<file path="src/design/lmsd_pkg.sv">
`default_nettype none

package lmsd_pkg;

  localparam int ROWS      = 16;
  localparam int ROW_BYTES = 4;
  localparam int COLS      = (ROW_BYTES * 8 >= 32) ? 32 : ROW_BYTES * 8;

  localparam int ROW_W  = 4;
  localparam int COL_W  = 5;
  localparam int BRT_W  = 4;
  localparam int TPR_W  = 8;
  localparam int ACT_W  = 2;
  localparam int IDX_W  = 8;
  localparam int CFG_W  = 8;

  localparam int IN_DATA_W  = 16;
  localparam int OUT_DATA_W = 40;

  localparam logic [31:0] COL_MASK =
    (COLS >= 32) ? 32'hFFFF_FFFF : ~(32'hFFFF_FFFF >> COLS);

  localparam logic [BRT_W-1:0] BRIGHT_RESET = 4'd5;
  localparam logic [TPR_W-1:0] PERIOD_RESET = 8'd10;

  localparam logic [ACT_W-1:0] ACT_TICK   = 2'd0;
  localparam logic [ACT_W-1:0] ACT_SET    = 2'd1;
  localparam logic [ACT_W-1:0] ACT_CLEAR  = 2'd2;
  localparam logic [ACT_W-1:0] ACT_TOGGLE = 2'd3;

  localparam logic [IDX_W-1:0] REG_BRIGHTNESS    = 8'd0;
  localparam logic [IDX_W-1:0] REG_TICKS_PER_ROW = 8'd1;

endpackage

`default_nettype wire

</file>
<file path="src/design/led_matrix_scan_driver.sv">
`default_nettype none

// Row-multiplexed LED matrix scanner for 16 rows of 32 columns with a one-bit
// frame store. Each input transfer is either a scan tick or a set, clear or
// toggle of one pixel; each produces exactly one result carrying the output
// enable, the selected row, the latched row data (bit 31 is column 0) and a
// flag that marks a row load. One input transfer is taken every clock cycle
// while the result queue has room, and its result passes through the modify
// stage into that queue. The frame store is a synchronous memory with a
// registered read, modified and written back in the following cycle, with a
// bypass for back-to-back accesses to the same row. A three-entry result queue
// lets input continue while results wait. The frame store reads as zero after
// reset with no clearing pass, and configuration writes are taken every cycle.
module led_matrix_scan_driver
  import lmsd_pkg::*;
(
  input  wire logic                  clk,
  input  wire logic                  rst,
  input  wire logic                  s_tvalid,
  output logic                       s_tready,
  input  wire logic [IN_DATA_W-1:0]  s_tdata,   // pixel_x[4:0], pixel_y[8:5], zero pad
  input  wire logic [ACT_W-1:0]      s_tuser,   // action[1:0]
  output logic                       m_tvalid,
  input  wire logic                  m_tready,
  output logic [OUT_DATA_W-1:0]      m_tdata,   // output_enable[0], row_select[4:1],
                                                // row_bits[36:5], zero pad
  output logic                       m_tuser,   // row_loaded[0]
  input  wire logic                  cfg_valid,
  output logic                       cfg_ready,
  input  wire logic [IDX_W-1:0]      cfg_index,
  input  wire logic [CFG_W-1:0]      cfg_data
);

  typedef struct packed {
    logic        loaded;
    logic [31:0] bits;
    logic [3:0]  row;
    logic        en;
  } result_t;

  localparam int QDEPTH = 3;

  // configuration
  logic [BRT_W-1:0] brightness;
  logic [TPR_W-1:0] ticks_per_row;

  assign cfg_ready = 1'b1;

  always_ff @(posedge clk) begin
    if (rst) begin
      brightness    <= BRIGHT_RESET;
      ticks_per_row <= PERIOD_RESET;
    end else if (cfg_valid && cfg_ready) begin
      if (cfg_index == REG_BRIGHTNESS) begin
        brightness <= cfg_data[BRT_W-1:0];
      end else if (cfg_index == REG_TICKS_PER_ROW) begin
        ticks_per_row <= cfg_data[TPR_W-1:0];
      end
    end
  end

  // input unpack
  logic [ACT_W-1:0] in_act;
  logic [COL_W-1:0] in_x;
  logic [ROW_W-1:0] in_y;
  logic             in_xfer;

  assign in_act  = s_tuser;
  assign in_x    = s_tdata[4:0];
  assign in_y    = s_tdata[8:5];
  assign in_xfer = s_tvalid && s_tready;

  // scan state
  logic [TPR_W-1:0] subtick_count, subtick_count_next;
  logic [ROW_W-1:0] scan_row, scan_row_next;
  logic             enable_state, enable_state_next;
  logic             loaded_next;
  logic [ROW_W-1:0] rd_addr;
  logic             pixel_ok;
  logic [TPR_W-1:0] cnt_inc;
  logic [ROW_W:0]   row_inc;

  always_comb begin
    subtick_count_next = subtick_count;
    scan_row_next      = scan_row;
    enable_state_next  = enable_state;
    loaded_next        = 1'b0;
    cnt_inc            = subtick_count + 8'd1;
    row_inc            = {1'b0, scan_row} + 5'd1;
    rd_addr            = in_y;
    pixel_ok           = ({1'b0, in_y} < (ROW_W+1)'(ROWS)) &&
                         ({1'b0, in_x} < (COL_W+1)'(COLS));
    if (in_act == ACT_TICK) begin
      subtick_count_next = cnt_inc;
      if (brightness != '0 && cnt_inc == {4'd0, brightness}) begin
        enable_state_next = 1'b0;
      end
      if (cnt_inc >= ticks_per_row) begin
        subtick_count_next = '0;
        scan_row_next      = (row_inc >= (ROW_W+1)'(ROWS)) ? '0 : row_inc[ROW_W-1:0];
        enable_state_next  = 1'b1;
        loaded_next        = 1'b1;
      end
      rd_addr = scan_row_next;
    end
  end

  always_ff @(posedge clk) begin
    if (rst) begin
      subtick_count <= '0;
      scan_row      <= '0;
      enable_state  <= 1'b0;
    end else if (in_xfer) begin
      subtick_count <= subtick_count_next;
      scan_row      <= scan_row_next;
      enable_state  <= enable_state_next;
    end
  end

  // frame store
  logic [31:0]      frame_mem [ROWS];
  logic [31:0]      mem_q;
  logic [ROWS-1:0]  row_valid;
  logic             wr_en;
  logic [ROW_W-1:0] wr_addr;
  logic [31:0]      wr_data;

  always_ff @(posedge clk) begin
    if (wr_en) begin
      frame_mem[wr_addr] <= wr_data;
    end
    if (in_xfer) begin
      mem_q <= frame_mem[rd_addr];
    end
  end

  always_ff @(posedge clk) begin
    if (rst) begin
      row_valid <= '0;
    end else if (wr_en) begin
      row_valid[wr_addr] <= 1'b1;
    end
  end

  // modify stage
  logic             s1_valid;
  logic [ACT_W-1:0] s1_act;
  logic [COL_W-1:0] s1_x;
  logic [ROW_W-1:0] s1_addr;
  logic             s1_ok;
  logic             s1_en;
  logic [ROW_W-1:0] s1_row;
  logic             s1_loaded;

  always_ff @(posedge clk) begin
    if (rst) begin
      s1_valid <= 1'b0;
    end else begin
      s1_valid <= in_xfer;
    end
  end

  always_ff @(posedge clk) begin
    if (in_xfer) begin
      s1_act    <= in_act;
      s1_x      <= in_x;
      s1_addr   <= rd_addr;
      s1_ok     <= pixel_ok;
      s1_en     <= enable_state_next;
      s1_row    <= scan_row_next;
      s1_loaded <= loaded_next;
    end
  end

  // bypass of the write made in the previous cycle
  logic             fwd_en;
  logic [ROW_W-1:0] fwd_addr;
  logic [31:0]      fwd_data;
  logic [31:0]      base_word;
  logic [31:0]      bit_mask;
  logic [31:0]      latched_row_bits;
  logic [31:0]      out_bits;

  always_comb begin
    if (fwd_en && fwd_addr == s1_addr) begin
      base_word = fwd_data;
    end else if (row_valid[s1_addr]) begin
      base_word = mem_q;
    end else begin
      base_word = '0;
    end
    bit_mask = 32'h8000_0000 >> s1_x;
    case (s1_act)
      ACT_SET:    wr_data = base_word | bit_mask;
      ACT_CLEAR:  wr_data = base_word & ~bit_mask;
      ACT_TOGGLE: wr_data = base_word ^ bit_mask;
      default:    wr_data = base_word;
    endcase
    wr_en    = s1_valid && s1_act != ACT_TICK && s1_ok;
    wr_addr  = s1_addr;
    out_bits = s1_loaded ? (base_word & COL_MASK) : latched_row_bits;
  end

  always_ff @(posedge clk) begin
    if (rst) begin
      fwd_en           <= 1'b0;
      latched_row_bits <= '0;
    end else begin
      fwd_en <= wr_en;
      if (s1_valid) begin
        latched_row_bits <= out_bits;
      end
    end
  end

  always_ff @(posedge clk) begin
    fwd_addr <= wr_addr;
    fwd_data <= wr_data;
  end

  // result queue
  result_t    q_mem [QDEPTH];
  logic [1:0] q_wr, q_rd, q_count;
  logic       q_pop;
  result_t    head;

  assign q_pop    = m_tvalid && m_tready;
  assign m_tvalid = q_count != 2'd0;
  assign s_tready = ({1'b0, q_count} + {2'b0, s1_valid}) < 3'(QDEPTH);
  assign head     = q_mem[q_rd];
  assign m_tdata  = {3'b000, head.bits, head.row, head.en};
  assign m_tuser  = head.loaded;

  always_ff @(posedge clk) begin
    if (s1_valid) begin
      q_mem[q_wr] <= '{loaded: s1_loaded, bits: out_bits, row: s1_row, en: s1_en};
    end
  end

  always_ff @(posedge clk) begin
    if (rst) begin
      q_wr    <= '0;
      q_rd    <= '0;
      q_count <= '0;
    end else begin
      if (s1_valid) begin
        q_wr <= (q_wr == 2'(QDEPTH - 1)) ? '0 : q_wr + 2'd1;
      end
      if (q_pop) begin
        q_rd <= (q_rd == 2'(QDEPTH - 1)) ? '0 : q_rd + 2'd1;
      end
      q_count <= q_count + {1'b0, s1_valid} - {1'b0, q_pop};
    end
  end

endmodule

`default_nettype wire

</file>
<file path="config.mk">
export PLATFORM = sky130hd
export DESIGN_NAME = led_matrix_scan_driver
export DESIGN_NICKNAME = d
export VERILOG_FILES = /design/src/design/lmsd_pkg.sv /design/src/design/led_matrix_scan_driver.sv
export SDC_FILE = /design/constraint.sdc
export NUM_CORES = 1
export LEC_CHECK = 0
export BUFFER_PORTS_ARGS = -buffer_cell sky130_fd_sc_hd__buf_2
export CAP_MARGIN = 25
export CORE_MARGIN = 2
export CORE_UTILIZATION = 45
export CTS_BUF_LIST = sky130_fd_sc_hd__clkbuf_4 sky130_fd_sc_hd__clkbuf_8
export DETAILED_ROUTE_END_ITERATION = 8
export PLACE_DENSITY = 0.6
export SLEW_MARGIN = 20
export SYNTH_ARGS = -nofsm -noshare
export SYNTH_HDL_FRONTEND = slang
export SYNTH_SLANG_ARGS = --single-unit
</file>
<file path="constraint.sdc">
create_clock -name clk -period 10.25 [get_ports clk]
set_input_delay 2.05 -clock clk [delete_from_list [all_inputs] [get_ports clk]]
set_output_delay 2.05 -clock clk [all_outputs]
set_load 0.02 [all_outputs]
</file>
==> metrics <==
overall die width=274 um; H-tree levels=4; GRT Total Usage=0.207; Critical path buffers and inverters=3; post-CTS sizing=0; RSZ-0062 raised after global routing=false; ys async rst share=0; Final Cycle Share=0.561; Ys Warns=0; core footprint=around 72000 sq um; Overflow after GRT=0; CP Max Fanout=56; CP Launch Type=flip-flop; number of global-route vias before repair=18700; CTS root buffer=clkbuf_8; Vias/cell=5.55; post-route minimum period=5750 ps; synthesis-to-finish area growth=12.4%; post-CTS setup buffer count=0; CP arrival=6250 ps; Routed WL=between 70000 and 80000 um; Initial Util=0.456; slowest CP cell=buf_4; fin util=0.512; Max Root-Sink Buffers=3; Worst EP required=10750 ps; initial DRC count=1522; clock skew=around 38 ps; Num CTS Buffers=132; Max Cap Viol=0; status=finished, final reports clean; Pwr per Cell Area=196 nW/um^2; Hold Slack=469 ps; Worst Max-Slew Pin Slew=between 1000 and 1500 ps; Seq/Total Area, Yosys=0.693; number of iterations in the first detailed-routing pass=6; DPL Wire Length=41700 um; crit-path max cell delay=770 ps; fin. max-slew vios=0; Synth Flop Type=edfxtp_1; Clk Latency, worst-skew pair=slightly below 800 ps; worst vdd ir=0.000120 V; DRC viols=0; CTS tree=built; post-synth cell types=60; drt wl/cell=roughly 22 um; Pleak=roughly 13 nW; critical path's top delay family=buffers and inverters; Mapped Cells=about 2200; Reg clk slew, reported paths=60 ps; R2R depth=15; post-synth design cell area=32700 sq um; crit-path cells=ha_1 > nand3_1 > xor2_1 > inv_1 > ha_1 > or2_1 > a31oi_1 > o31a_2 > nand2_1 > a31oi_4 > buf_4 > buf_4 > mux2_2 > o2bb2ai_1 > or4_1; Crit path depth=15; initial antenna violation count=3; clock sink count=between 700 and 800; max_slew headroom=0.292; largest net degree at the start of global routing=127; CTS Hold Bufs=0; input/output buffers=71; Post-synth EDFFs=675; Final Hold Viols=0; die height=around 270 um; num rows=98; post-route ant nets=0; Final setup violation count=0; Vias=18900; Seq cells post-synth=794; total negative slack=0 ps; f_max=between 0.15 and 0.2 GHz; Mean Syn Cell Area=14.6 sq um; hold path depth=1; Worst setup EP type=flip-flop; global-route wire length before repair=~110000 um; crit path kind=flip-flop to flip-flop; Die ar.=between 70000 and 80000 sq um; global placer's final weighted congestion=0.782; worst min path class=flip-flop to flip-flop; Ports=83; layout cells sized above 1=0.177; fin nets=2472
area by class of cell:
type,count,area [sq um]
Clock buffer,189,2290
Fill cell,5960,35000
Tap cell,950,1190
Clock inverter,48,317
Antenna cell,2,5.00
Sequential cell,794,22700
Multi-Input combinational cell,1226,9270
Inverter,84,318
Timing Repair Buffer,117,713
cells in the mapped netlist, types with 11 or more instances:
master,instances,area (sq um)
o21ai_0,46,230
nand2_1,227,852
edfxtp_1,675,20300
inv_1,83,312
nor3_1,16,80.1
o22ai_1,64,400
mux4_2,37,833
o21a_1,33,248
xor2_1,12,105
mux2i_1,207,2070
or4_1,32,240
buf_4,11,82.6
buf_2,41,205
mux2_2,28,315
clkbuf_1,68,255
a211oi_1,64,480
a311oi_1,33,289
dfxtp_1,119,2380
o2bb2ai_1,33,289
nor2_1,149,559
a21oi_1,49,245
ha_1,78,976
nor2b_1,39,244
flip-flops by register name, summed over array words and instances, names as in the netlist, 5 cells and up, named ones only:
signal and flops:
q_mem 114, fwd_data 32, frame_mem 512, latched_row_bits 32
s1_x 5, mem_q 32, subtick_count 8, ticks_per_row 8
row_valid 16
worst paths after layout:
path,from,end,slack [ps]
setup reg to reg,subtick_count[0],mem_q[4],4500
setup / recovery,subtick_count[0],mem_q[4],4500
hold reg to reg,ticks_per_row[3],ticks_per_row[3],470
hold / removal,ticks_per_row[3],ticks_per_row[3],470
per-layer routing:
layer  global-route usage  vias up  wire length [um]
met3               0.0381      133              4250
met1                0.274     9546             33200
li1                     -     8683                 -
met2                0.343      553             37200
met5                    0        -                 0
met4               0.0703        0              1870
cells in the final DEF, fill, tap and decap left out, types with 9 or more instances in the layout:
cell	Yosys	layout
mux2i_1	207	207
buf_2	41	71
o21ai_0	46	46
dfxtp_1	119	117
clkinv_2	0	10
nor2_1	149	136
xor2_1	12	12
clkinv_1	0	26
ha_1	78	78
nor2_4	0	13
buf_4	11	45
a311oi_1	33	33
a211oi_1	64	64
o21a_1	33	33
nand2_1	227	227
o22ai_1	64	64
clkbuf_8	0	139
edfxtp_1	675	675
or4_1	32	32
a21oi_1	49	49
nor2b_1	39	39
nor3_1	16	9
mux4_2	37	37
inv_1	83	83
clkbuf_4	0	50
o2bb2ai_1	33	33
mux2_2	28	28
logic make-up (layout without fill, tap and decap cells):
group	after synthesis	count (layout)	share of synthesized area
AND/OR/NAND/NOR	506	506	0.0693
flip-flops	794	794	0.693
other	2	6	0.000230
adder cells (fa/ha/maj)	78	78	0.0298
XOR/XNOR	17	17	0.00455
buffers and inverters	215	438	0.0297
AO/OA/AOI/OAI	345	345	0.0740
multiplexers	276	276	0.0999
per-stage QoR:
stage | setup slack (ps) | cells | power (W) | area [sq um]
after floorplan | 5520 | 2235 | 0.00429 | 32700
after global placement | 3980 | 3170 | 0.00452 | 34100
after detailed placement | 3930 | 3170 | 0.00454 | 34100
after CTS | 4520 | 3407 | 0.00727 | 36700
after global routing | 4180 | 3410 | 0.00748 | 36800
final | 4500 | 3410 | 0.00720 | 36800
where the power goes:
group          internal (W)  total [W]  switching, W
Clock               0.00152    0.00273       0.00122
Combinational      0.000247   0.000751      0.000504
Sequential          0.00366    0.00371     0.0000524
Total               0.00542    0.00720       0.00177
Power figures use the tool's default switching activity.
